**src/sv/jkol_pkg.sv**
```systemverilog
// ----------------------------------------------------------------------------
// jkol_pkg
// Shared constants, codes, types and helpers of the keyed JSON object locator.
// ----------------------------------------------------------------------------
package jkol_pkg;

  // Sizing
  localparam int PATTERN_MAX = 56;
  localparam int TEXT_MAX    = 65536;
  localparam int DEPTH_MAX   = 255;

  localparam int BYTE_W     = 8;
  localparam int LEN_W      = 6;
  localparam int PAT_WORDS  = 7;
  localparam int WORD_W     = 64;
  localparam int PAT_BYTES  = PAT_WORDS * WORD_W / BYTE_W;
  localparam int CFG_IDX_W  = 3;
  localparam int OFS_W      = 16;
  localparam int STATUS_W   = 3;
  localparam int POS_W      = $clog2(TEXT_MAX) + 1;
  localparam int DEPTH_W    = $clog2(DEPTH_MAX + 1);
  localparam int PIDX_W     = $clog2(PATTERN_MAX);

  // Characters of interest
  localparam logic [BYTE_W-1:0] CH_NUL    = 8'h00;
  localparam logic [BYTE_W-1:0] CH_LBRACE = 8'h7B;
  localparam logic [BYTE_W-1:0] CH_RBRACE = 8'h7D;
  localparam logic [BYTE_W-1:0] CH_BSLASH = 8'h5C;
  localparam logic [BYTE_W-1:0] CH_QUOTE  = 8'h22;

  typedef enum logic [STATUS_W-1:0] {
    ST_FOUND,
    ST_NOKEY,
    ST_NOBRACE,
    ST_UNBAL,
    ST_OVER
  } status_t;

  typedef enum logic [1:0] {
    PH_KEY,
    PH_BRACE,
    PH_MATCH,
    PH_DONE
  } phase_t;

  typedef enum logic [CFG_IDX_W-1:0] {
    REG_LENGTH,
    REG_WORD0,
    REG_WORD1,
    REG_WORD2,
    REG_WORD3,
    REG_WORD4,
    REG_WORD5,
    REG_WORD6
  } cfg_reg_t;

  // Pattern bytes packed flat, byte i at [8i +: 8]
  typedef logic [PAT_WORDS*WORD_W-1:0] pattern_t;

  typedef struct packed {
    logic step;   // shift the current byte into the prefix tracker
    logic clear;  // end of text: forget all partial matches
  } key_ctrl_t;

  typedef struct packed {
    status_t            status;
    logic [OFS_W-1:0]   open_offset;
    logic [OFS_W-1:0]   close_offset;
  } result_t;

  // Out-of-range lengths are clamped to [2, PATTERN_MAX]
  function automatic logic [LEN_W-1:0] eff_length(input logic [LEN_W-1:0] len);
    logic [LEN_W-1:0] n;
    n = len;
    if (len < LEN_W'(2)) n = LEN_W'(2);
    else if (len > LEN_W'(PATTERN_MAX)) n = LEN_W'(PATTERN_MAX);
    return n;
  endfunction

  function automatic status_t fail_status(input phase_t ph);
    status_t s;
    case (ph)
      PH_KEY:   s = ST_NOKEY;
      PH_BRACE: s = ST_NOBRACE;
      default:  s = ST_UNBAL;
    endcase
    return s;
  endfunction

endpackage

```
**src/sv/jkol_in_if.sv**
```systemverilog
// ----------------------------------------------------------------------------
// jkol_in_if
// Text byte channel: one byte of JSON text per beat.
// ----------------------------------------------------------------------------
interface jkol_in_if import jkol_pkg::*; ();
  logic              valid;
  logic              ready;
  logic [BYTE_W-1:0] text_byte;
  logic              text_last;

  modport source (output valid, output text_byte, output text_last, input ready);
  modport sink   (input valid, input text_byte, input text_last, output ready);
endinterface

```
**src/sv/jkol_out_if.sv**
```systemverilog
// ----------------------------------------------------------------------------
// jkol_out_if
// Result channel: one locate result per beat.
// ----------------------------------------------------------------------------
interface jkol_out_if import jkol_pkg::*; ();
  logic                valid;
  logic                ready;
  logic [STATUS_W-1:0] status;
  logic [OFS_W-1:0]    open_offset;
  logic [OFS_W-1:0]    close_offset;

  modport source (output valid, output status, output open_offset, output close_offset,
                  input ready);
  modport sink   (input valid, input status, input open_offset, input close_offset,
                  output ready);
endinterface

```
**src/sv/jkol_cfg_if.sv**
```systemverilog
// ----------------------------------------------------------------------------
// jkol_cfg_if
// Configuration write channel: register index and write data per beat.
// ----------------------------------------------------------------------------
interface jkol_cfg_if import jkol_pkg::*; ();
  logic                 valid;
  logic                 ready;
  logic [CFG_IDX_W-1:0] index;
  logic [WORD_W-1:0]    data;

  modport source (output valid, output index, output data, input ready);
  modport sink   (input valid, input index, input data, output ready);
endinterface

```
**src/sv/jkol_cfg_regs.sv**
```systemverilog
// ----------------------------------------------------------------------------
// jkol_cfg_regs
// Pattern length and pattern word registers.
// ----------------------------------------------------------------------------
module jkol_cfg_regs import jkol_pkg::*; (
  input  logic                 clk,
  input  logic                 rst_n,
  input  logic                 wr_en,
  input  logic [CFG_IDX_W-1:0] wr_index,
  input  logic [WORD_W-1:0]    wr_data,
  output logic [LEN_W-1:0]     eff_len,
  output pattern_t             pattern
);

  logic [LEN_W-1:0]  length_r;
  logic [WORD_W-1:0] word_r [PAT_WORDS];

  always_ff @(posedge clk) begin
    if (!rst_n) begin
      length_r <= LEN_W'(2);
      for (int i = 0; i < PAT_WORDS; i++) word_r[i] <= '0;
    end else if (wr_en) begin
      case (cfg_reg_t'(wr_index))
        REG_LENGTH: length_r <= wr_data[LEN_W-1:0];
        REG_WORD0:  word_r[0] <= wr_data;
        REG_WORD1:  word_r[1] <= wr_data;
        REG_WORD2:  word_r[2] <= wr_data;
        REG_WORD3:  word_r[3] <= wr_data;
        REG_WORD4:  word_r[4] <= wr_data;
        REG_WORD5:  word_r[5] <= wr_data;
        REG_WORD6:  word_r[6] <= wr_data;
        default: ;
      endcase
    end
  end

  assign eff_len = eff_length(length_r);

  always_comb begin
    for (int i = 0; i < PAT_WORDS; i++) pattern[i*WORD_W +: WORD_W] = word_r[i];
  end

endmodule

```
**src/sv/jkol_key_matcher.sv**
```systemverilog
// ----------------------------------------------------------------------------
// jkol_key_matcher
// Parallel key search: one prefix-match flag per pattern position.
// ----------------------------------------------------------------------------
module jkol_key_matcher import jkol_pkg::*; (
  input  logic              clk,
  input  logic              rst_n,
  input  key_ctrl_t         ctrl,
  input  logic [BYTE_W-1:0] text_byte,
  input  pattern_t          pattern,
  input  logic [LEN_W-1:0]  eff_len,
  output logic              hit
);

  // prefix_r[i]: the last i+1 bytes equal pattern bytes 0..i
  logic [PATTERN_MAX-1:0] prefix_r;
  logic [PATTERN_MAX-1:0] prefix_nxt;
  logic [PATTERN_MAX-1:0] byte_eq;
  logic [LEN_W-1:0]       len_m1;

  for (genvar i = 0; i < PATTERN_MAX; i++) begin : g_cmp
    if (i < PAT_BYTES) begin : g_live
      assign byte_eq[i] = (text_byte == pattern[i*BYTE_W +: BYTE_W]);
    end else begin : g_zero
      assign byte_eq[i] = (text_byte == '0);
    end
  end

  assign prefix_nxt = byte_eq & {prefix_r[PATTERN_MAX-2:0], 1'b1};
  assign len_m1     = eff_len - LEN_W'(1);
  assign hit        = prefix_nxt[len_m1[PIDX_W-1:0]];

  always_ff @(posedge clk) begin
    if (!rst_n || ctrl.clear) begin
      prefix_r <= '0;
    end else if (ctrl.step) begin
      prefix_r <= prefix_nxt;
    end
  end

endmodule

```
**src/sv/jkol_obj_tracker.sv**
```systemverilog
// ----------------------------------------------------------------------------
// jkol_obj_tracker
// Phase control, offset count and brace depth tracking for one text.
// ----------------------------------------------------------------------------
module jkol_obj_tracker import jkol_pkg::*; (
  input  logic              clk,
  input  logic              rst_n,
  input  logic              proc,
  input  logic [BYTE_W-1:0] text_byte,
  input  logic              text_last,
  input  logic              key_hit,
  output key_ctrl_t         key_ctrl,
  output logic              res_valid,
  output result_t           res
);

  phase_t             phase_r, phase_nxt;
  logic [POS_W-1:0]   pos_r, pos_nxt;
  logic [DEPTH_W-1:0] depth_r, depth_nxt;
  logic [OFS_W-1:0]   start_r, start_nxt;
  logic               in_str_r, in_str_nxt;
  logic               esc_r, esc_nxt;

  always_ff @(posedge clk) begin
    if (!rst_n) begin
      phase_r  <= PH_KEY;
      pos_r    <= '0;
      depth_r  <= '0;
      start_r  <= '0;
      in_str_r <= 1'b0;
      esc_r    <= 1'b0;
    end else begin
      phase_r  <= phase_nxt;
      pos_r    <= pos_nxt;
      depth_r  <= depth_nxt;
      start_r  <= start_nxt;
      in_str_r <= in_str_nxt;
      esc_r    <= esc_nxt;
    end
  end

  always_comb begin
    phase_nxt  = phase_r;
    pos_nxt    = pos_r;
    depth_nxt  = depth_r;
    start_nxt  = start_r;
    in_str_nxt = in_str_r;
    esc_nxt    = esc_r;
    key_ctrl   = '0;
    res_valid  = 1'b0;
    res        = '{status: ST_FOUND, open_offset: '0, close_offset: '0};

    if (proc) begin
      if (pos_r < POS_W'(TEXT_MAX)) pos_nxt = pos_r + POS_W'(1);

      if (phase_r != PH_DONE) begin
        if (pos_r >= POS_W'(TEXT_MAX)) begin
          res_valid  = 1'b1;
          res.status = ST_OVER;
          phase_nxt  = PH_DONE;
        end else if (text_byte == CH_NUL) begin
          res_valid  = 1'b1;
          res.status = fail_status(phase_r);
          phase_nxt  = PH_DONE;
        end else begin
          case (phase_r)
            PH_KEY: begin
              key_ctrl.step = 1'b1;
              if (key_hit) phase_nxt = PH_BRACE;
            end
            PH_BRACE: begin
              if (text_byte == CH_LBRACE) begin
                start_nxt  = pos_r[OFS_W-1:0];
                depth_nxt  = DEPTH_W'(1);
                in_str_nxt = 1'b0;
                esc_nxt    = 1'b0;
                phase_nxt  = PH_MATCH;
              end
            end
            PH_MATCH: begin
              if (in_str_r) begin
                if (esc_r) esc_nxt = 1'b0;
                else if (text_byte == CH_BSLASH) esc_nxt = 1'b1;
                else if (text_byte == CH_QUOTE) in_str_nxt = 1'b0;
              end else if (text_byte == CH_QUOTE) begin
                in_str_nxt = 1'b1;
              end else if (text_byte == CH_LBRACE) begin
                if (depth_r >= DEPTH_W'(DEPTH_MAX)) begin
                  res_valid  = 1'b1;
                  res.status = ST_OVER;
                  phase_nxt  = PH_DONE;
                end else begin
                  depth_nxt = depth_r + DEPTH_W'(1);
                end
              end else if (text_byte == CH_RBRACE) begin
                depth_nxt = depth_r - DEPTH_W'(1);
                if (depth_r == DEPTH_W'(1)) begin
                  res_valid        = 1'b1;
                  res.status       = ST_FOUND;
                  res.open_offset  = start_r;
                  res.close_offset = pos_r[OFS_W-1:0];
                  phase_nxt        = PH_DONE;
                end
              end
            end
            default: ;
          endcase
        end
      end

      // end of text: undecided gives the failure of the phase reached
      if (text_last) begin
        if (!res_valid && phase_nxt != PH_DONE) begin
          res_valid  = 1'b1;
          res.status = fail_status(phase_nxt);
        end
        key_ctrl.clear = 1'b1;
        phase_nxt      = PH_KEY;
        pos_nxt        = '0;
        depth_nxt      = '0;
        start_nxt      = '0;
        in_str_nxt     = 1'b0;
        esc_nxt        = 1'b0;
      end
    end
  end

endmodule

```
**src/sv/json_keyed_object_locator.sv**
```systemverilog
// ----------------------------------------------------------------------------
// json_keyed_object_locator
// Finds the JSON object that follows a configured quoted key in a byte stream.
// ----------------------------------------------------------------------------
// Takes one text byte per beat, a new beat every cycle, and gives at most one
// result per text. Each byte is held in an input register, is handled
// by the key comparators (all pattern positions in parallel) and the brace
// tracker, and any result lands in the output register. Throughput is one
// byte per clock, limited only by the result register being held by a
// stalled sink. Results: status 0 found with both brace offsets, 1 key
// absent, 2 no brace after the key, 3 text ended unbalanced, 4 text too
// long or nesting too deep; offsets are 0 for any failure. After a result,
// bytes are dropped until text_last. The user must write the pattern
// registers on the cfg channel only between texts; the block does not
// enforce it. cfg_ch.ready is always high.
// ----------------------------------------------------------------------------
module json_keyed_object_locator import jkol_pkg::*; (
  input  logic        clk,
  input  logic        rst_n,
  jkol_in_if.sink     in_ch,
  jkol_out_if.source  out_ch,
  jkol_cfg_if.sink    cfg_ch
);

  // input register
  logic              in_valid_r;
  logic [BYTE_W-1:0] in_byte_r;
  logic              in_last_r;

  // output register
  logic              out_valid_r;
  result_t           out_res_r;

  logic              advance;
  logic              proc;
  logic [LEN_W-1:0]  eff_len;
  pattern_t          pattern;
  key_ctrl_t         key_ctrl;
  logic              key_hit;
  logic              res_valid;
  result_t           res;

  // pipeline moves unless a result is stuck waiting for the sink
  assign advance      = !out_valid_r || out_ch.ready;
  assign proc         = in_valid_r && advance;
  assign in_ch.ready  = !in_valid_r || advance;
  assign cfg_ch.ready = 1'b1;

  always_ff @(posedge clk) begin
    if (!rst_n) begin
      in_valid_r <= 1'b0;
    end else if (in_ch.ready) begin
      in_valid_r <= in_ch.valid;
    end
  end

  always_ff @(posedge clk) begin
    if (in_ch.ready && in_ch.valid) begin
      in_byte_r <= in_ch.text_byte;
      in_last_r <= in_ch.text_last;
    end
  end

  always_ff @(posedge clk) begin
    if (!rst_n) begin
      out_valid_r <= 1'b0;
    end else if (advance) begin
      out_valid_r <= proc && res_valid;
    end
  end

  always_ff @(posedge clk) begin
    if (proc && res_valid) out_res_r <= res;
  end

  assign out_ch.valid        = out_valid_r;
  assign out_ch.status       = out_res_r.status;
  assign out_ch.open_offset  = out_res_r.open_offset;
  assign out_ch.close_offset = out_res_r.close_offset;

  jkol_cfg_regs u_cfg_regs (
    .clk      (clk),
    .rst_n    (rst_n),
    .wr_en    (cfg_ch.valid),
    .wr_index (cfg_ch.index),
    .wr_data  (cfg_ch.data),
    .eff_len  (eff_len),
    .pattern  (pattern)
  );

  jkol_key_matcher u_key_matcher (
    .clk       (clk),
    .rst_n     (rst_n),
    .ctrl      (key_ctrl),
    .text_byte (in_byte_r),
    .pattern   (pattern),
    .eff_len   (eff_len),
    .hit       (key_hit)
  );

  jkol_obj_tracker u_obj_tracker (
    .clk       (clk),
    .rst_n     (rst_n),
    .proc      (proc),
    .text_byte (in_byte_r),
    .text_last (in_last_r),
    .key_hit   (key_hit),
    .key_ctrl  (key_ctrl),
    .res_valid (res_valid),
    .res       (res)
  );

endmodule

```
**src/flat_wrapper.sv**
```systemverilog
// flat-port wrapper written by rule: the top's interface ports become plain ports
module json_keyed_object_locator_flat import jkol_pkg::*;
  (clk, rst_n, in_ch_valid, in_ch_text_byte, in_ch_text_last, in_ch_ready, out_ch_valid, out_ch_status, out_ch_open_offset, out_ch_close_offset, out_ch_ready, cfg_ch_valid, cfg_ch_index, cfg_ch_data, cfg_ch_ready);
  jkol_in_if in_ch_i ();
  jkol_out_if out_ch_i ();
  jkol_cfg_if cfg_ch_i ();
  input  logic clk;
  input  logic rst_n;
  input wire logic [$bits(in_ch_i.valid)-1:0] in_ch_valid;
  input wire logic [$bits(in_ch_i.text_byte)-1:0] in_ch_text_byte;
  input wire logic [$bits(in_ch_i.text_last)-1:0] in_ch_text_last;
  output wire logic [$bits(in_ch_i.ready)-1:0] in_ch_ready;
  output wire logic [$bits(out_ch_i.valid)-1:0] out_ch_valid;
  output wire logic [$bits(out_ch_i.status)-1:0] out_ch_status;
  output wire logic [$bits(out_ch_i.open_offset)-1:0] out_ch_open_offset;
  output wire logic [$bits(out_ch_i.close_offset)-1:0] out_ch_close_offset;
  input wire logic [$bits(out_ch_i.ready)-1:0] out_ch_ready;
  input wire logic [$bits(cfg_ch_i.valid)-1:0] cfg_ch_valid;
  input wire logic [$bits(cfg_ch_i.index)-1:0] cfg_ch_index;
  input wire logic [$bits(cfg_ch_i.data)-1:0] cfg_ch_data;
  output wire logic [$bits(cfg_ch_i.ready)-1:0] cfg_ch_ready;
  assign in_ch_i.valid = in_ch_valid;
  assign in_ch_i.text_byte = in_ch_text_byte;
  assign in_ch_i.text_last = in_ch_text_last;
  assign in_ch_ready = in_ch_i.ready;
  assign out_ch_valid = out_ch_i.valid;
  assign out_ch_status = out_ch_i.status;
  assign out_ch_open_offset = out_ch_i.open_offset;
  assign out_ch_close_offset = out_ch_i.close_offset;
  assign out_ch_i.ready = out_ch_ready;
  assign cfg_ch_i.valid = cfg_ch_valid;
  assign cfg_ch_i.index = cfg_ch_index;
  assign cfg_ch_i.data = cfg_ch_data;
  assign cfg_ch_ready = cfg_ch_i.ready;
  json_keyed_object_locator u_core (.clk(clk), .rst_n(rst_n), .in_ch(in_ch_i), .out_ch(out_ch_i), .cfg_ch(cfg_ch_i));
endmodule
```
**config.mk**
```make
export PLATFORM = sky130hd
export DESIGN_NAME = json_keyed_object_locator_flat
export DESIGN_NICKNAME = d
export VERILOG_FILES = /design/src/sv/jkol_pkg.sv /design/src/sv/jkol_in_if.sv /design/src/sv/jkol_out_if.sv /design/src/sv/jkol_cfg_if.sv /design/src/sv/jkol_cfg_regs.sv /design/src/sv/jkol_key_matcher.sv /design/src/sv/jkol_obj_tracker.sv /design/src/sv/json_keyed_object_locator.sv /design/src/flat_wrapper.sv
export SDC_FILE = /design/constraint.sdc
export NUM_CORES = 1
export LEC_CHECK = 0
export BUFFER_PORTS_ARGS = -buffer_cell sky130_fd_sc_hd__buf_2
export CORE_MARGIN = 2
export CORE_UTILIZATION = 65
export DETAILED_ROUTE_END_ITERATION = 8
export GPL_ROUTABILITY_DRIVEN = 0
export PLACE_DENSITY = 0.83
export SLEW_MARGIN = 20
export SYNTH_ARGS = -nofsm -noshare
export SYNTH_HDL_FRONTEND = slang
export SYNTH_HIERARCHICAL = 1
export SYNTH_SLANG_ARGS = --single-unit
export TNS_END_PERCENT = 5
```
**constraint.sdc**
```tcl
create_clock -name clk -period 9.2 [get_ports clk]
set_input_delay 0 -clock clk [delete_from_list [all_inputs] [get_ports clk]]
set_output_delay 0 -clock clk [all_outputs]
set_load 0.005 [all_outputs]
```
==> impl_metrics.tcl <==
set metrics [dict create \
    slew_headroom_pct 27.8 \
    n_fill_cell 2835 \
    p_int_uw 4700 \
    syn_nets 2564 \
    syn_to_final_growth_pct 12.6 \
    synth-seq-cells 600 \
    p_sw_uw 1430 \
    slowest_stage "ha_1" \
    die-area_mm2 0.0451 \
    path_buf_inv 3 \
    grt_use_total_pct 32.1 \
    synth_seq_area_share_pct 59.9 \
    routed_via_density 6.08 \
    gr-total-overflow 0 \
    clockRootBuffer "clkbuf_16" \
    endpoint_kind "flop" \
    syn-cell-area_mm2 0.0283 \
    seq_power_share_pct 51.6 \
    cts_tree "built" \
    die_h_um 212 \
    use_met2_pct 55.1 \
    synthTopCellsByArea "edfxtp_1, xnor2_1, dfxtp_1, nor2_1, nand2_1" \
    hold-worst-slack_ps 95.1 \
    power_frac_clock_pct 38.8 \
    regArea_mm2 0.0169 \
    worst-r2r-setup-slack_ps 2970 \
    rsz0062_at_grt "no" \
    core_mm2 0.0430 \
    gr-usage-met3_pct 4.71 \
    drt_iter0_drc 2378 \
    grt_max_degree 66 \
    synth_top_area_share_pct 52.3 \
    worstSetupStartpoint "u_core/u_cfg_regs/length_r[3]" \
    period_minus_slack_ps 6230 \
    power_uw 6130 \
    swShare_pct 23.3 \
    slew_viol_final 0 \
    grt.busiest_layer "met2" \
    synth_top_area_cell "edfxtp_1" \
    hold_violations 0 \
    arrival_ps 6500 \
    grt_pass1_vias 19399 \
    tightest_slew_ps 1080 \
    ios 119 \
    p_comb_share_pct 9.6 \
    status "complete, no violations" \
    clock_latency_ps 620 \
    finalSetupViolCount 0 \
    dieWidth_um 212 \
    clock_sinks 600 \
    crit_family "compound AO/OA/AOI/OAI gates" \
    leakagePower_uw 0.0107 \
    numCtsBuffers 60 \
    drive_above_1_share_pct 9.71 \
    fin_nets 2704 \
    cts_max_level 2 \
    clk_pin_slew_ps 60 \
    synth_warnings 6 \
    route.final.wire_length_um 71700 \
    cpPeakStageDelay_ps 1040 \
    io_buffer_count 117 \
    maxCapViolations 0 \
    avgSynthCellArea_um2 11.4 \
    period_share_pct 67.7 \
    peakVddDrop_mv 0.158 \
    r2r_cells 18 \
    ant_nets 0 \
    antenna_found_initial 0 \
    wl_per_cell_um 22.1 \
    met1_usage_pct 41.4 \
    cp_max_fo 35 \
    whs_path_depth 2 \
    crit_type "reg2reg" \
    synth_ff_type "edfxtp_1" \
    required_ps 9470 \
    worstHoldStart "in_ch_text_byte[2]" \
    synth_cell_types 78 \
    r2r-start "u_core/u_cfg_regs/length_r[3]" \
    skew_ps 13.7 \
    rows 76 \
    finalSetupTns_ps 0 \
    hpwl_um 42700 \
    synth_edf_count 492 \
    async_flop_share_pct 0 \
    cts_buffer_depth 3 \
    fin_util_pct 74.0 \
    first_pass_iters 6 \
    remaining_drc_errors 0 \
    hold_end "u_core/in_byte_r[2]" \
    grt_pass1_wl_um 109000 \
    via_count 19787 \
    multi_input_area_mm2 0.0103 \
    syn_inst 2477 \
    cp-start-kind "flop" \
    fmax_mhz 161 \
    start_util_pct 65.7 \
    reg2reg_to "u_core/out_ch.close_offset[4]" \
    hold_path.class "in2reg" \
    antenna_cells 0 \
    crit_chain "or3_1, o311a_1, inv_1, ha_1, inv_1, nand4_1, nor3_1, nor3_1, a32oi_1, a211oi_1, a211oi_2, a221o_1, a21oi_1, o21ai_0, o21ai_0, nand2_1, nor2_2, buf_4" \
    powerDensity_mw_per_mm2 193 \
]
==> layer usage <==
metal,routed length [um],up-vias
li1,-,8764
met1,26600,9717
met2,35600,1119
met3,7020,187
met4,2480,0
met5,0,-
==> state kept, by name, summed over array words and instances, names as in the netlist, 3 cells and up <==
name	flops
u_core/u_obj_tracker/depth_r	8
u_core/out_ch.status	3
u_core/u_key_matcher/prefix_r	55
u_core/u_obj_tracker/start_r	16
u_core/out_ch.open_offset	16
u_core/u_obj_tracker/pos_r	17
u_core/in_byte_r	8
u_core/u_cfg_regs/word_r	448
u_core/out_ch.close_offset	16
u_core/u_cfg_regs/length_r	6
==> per-stage QoR <==
stage	area, um2	std cells	setup slack, ps
floorplan	28300	2477	3590
global placement	29100	3060	3550
detailed placement	29100	3060	3220
CTS	31800	3251	3210
global route	31800	3252	2410
finish	31800	3252	2970
==> worst max-delay path by stage <==
| stage | to | cells past startpoint |
|---|---|---|
| final | u_core/out_ch.close_offset[4] | 18 |
| after global routing | u_core/out_ch.close_offset[6] | 18 |
| after CTS | u_core/out_ch.close_offset[4] | 18 |
| after detailed placement | u_core/out_ch.close_offset[4] | 18 |
| after global placement | u_core/out_ch.close_offset[3] | 18 |
| after floorplan | u_core/out_ch.close_offset[0] | 18 |
==> area by class of cell <==
cell class	instances	share of cell area, %
inverter	79	0.933
tap	585	2.30
multi-input combinational	1650	32.3
timing repair buffer	226	5.16
sequential	600	53.3
clock inverter	19	0.547
clock buffer	93	5.46
==> what timing repair did <==
item / 4_1_cts / 5_1_grt
resized for setup: 0 / 0
endpoints found under the hold margin: 464 / 0
hold buffers: 79 / 0
buffers inserted: 0 / 0
==> synth_stat cells, types with 18 or more instances <==
cell type and count:
and2_1 33, edfxtp_1 492, nand2_1 175, nand3_1 68
buf_2 49, nor4_1 61, clkbuf_1 47, buf_4 18
nand4_1 66, a21boi_1 19, nor2_1 478, a21oi_1 35
inv_1 78, dfxtp_1 108, buf_6 21, xor2_1 39
mux2i_1 39, xnor2_1 439, nor3_1 45
==> cell usage in the layout, fill, tap and decap left out, types with 39 or more instances in the layout <==
cell type	count
edfxtp_1	492
nor2_1	477
xnor2_1	438
nand2_1	168
buf_2	116
dfxtp_1	108
dlygate4sd3_1	79
inv_1	78
nand3_1	68
nand4_1	66
clkbuf_16	61
nor4_1	60
nor3_1	45
mux2i_1	39
xor2_1	39
==> power by group through the flow <==
stage          clock [uW]  combinational, uW  sequential, uW
3_5_place_dp            0                547            3220
5_1_grt              2490                623            3180
2_1_floorplan           0                404            3210
3_3_place_gp            0                531            3210
6_report             2380                587            3160
4_1_cts              2390                578            3170
==> kinds of logic (layout without fill, tap and decap cells) <==
group           count (synthesis)  count (layout)  synth area share [%]
buf+inv                       227             417                  4.03
other cells                     1               1                0.0133
flops                         600             600                  59.9
mux                            39              39                  1.38
fa+ha+maj                       6               6                 0.266
compound gates                127             127                  3.20
simple gates                  999             999                  16.3
xor+xnor                      478             478                  14.8
Note: power is estimated with default switching activity, not from simulation.
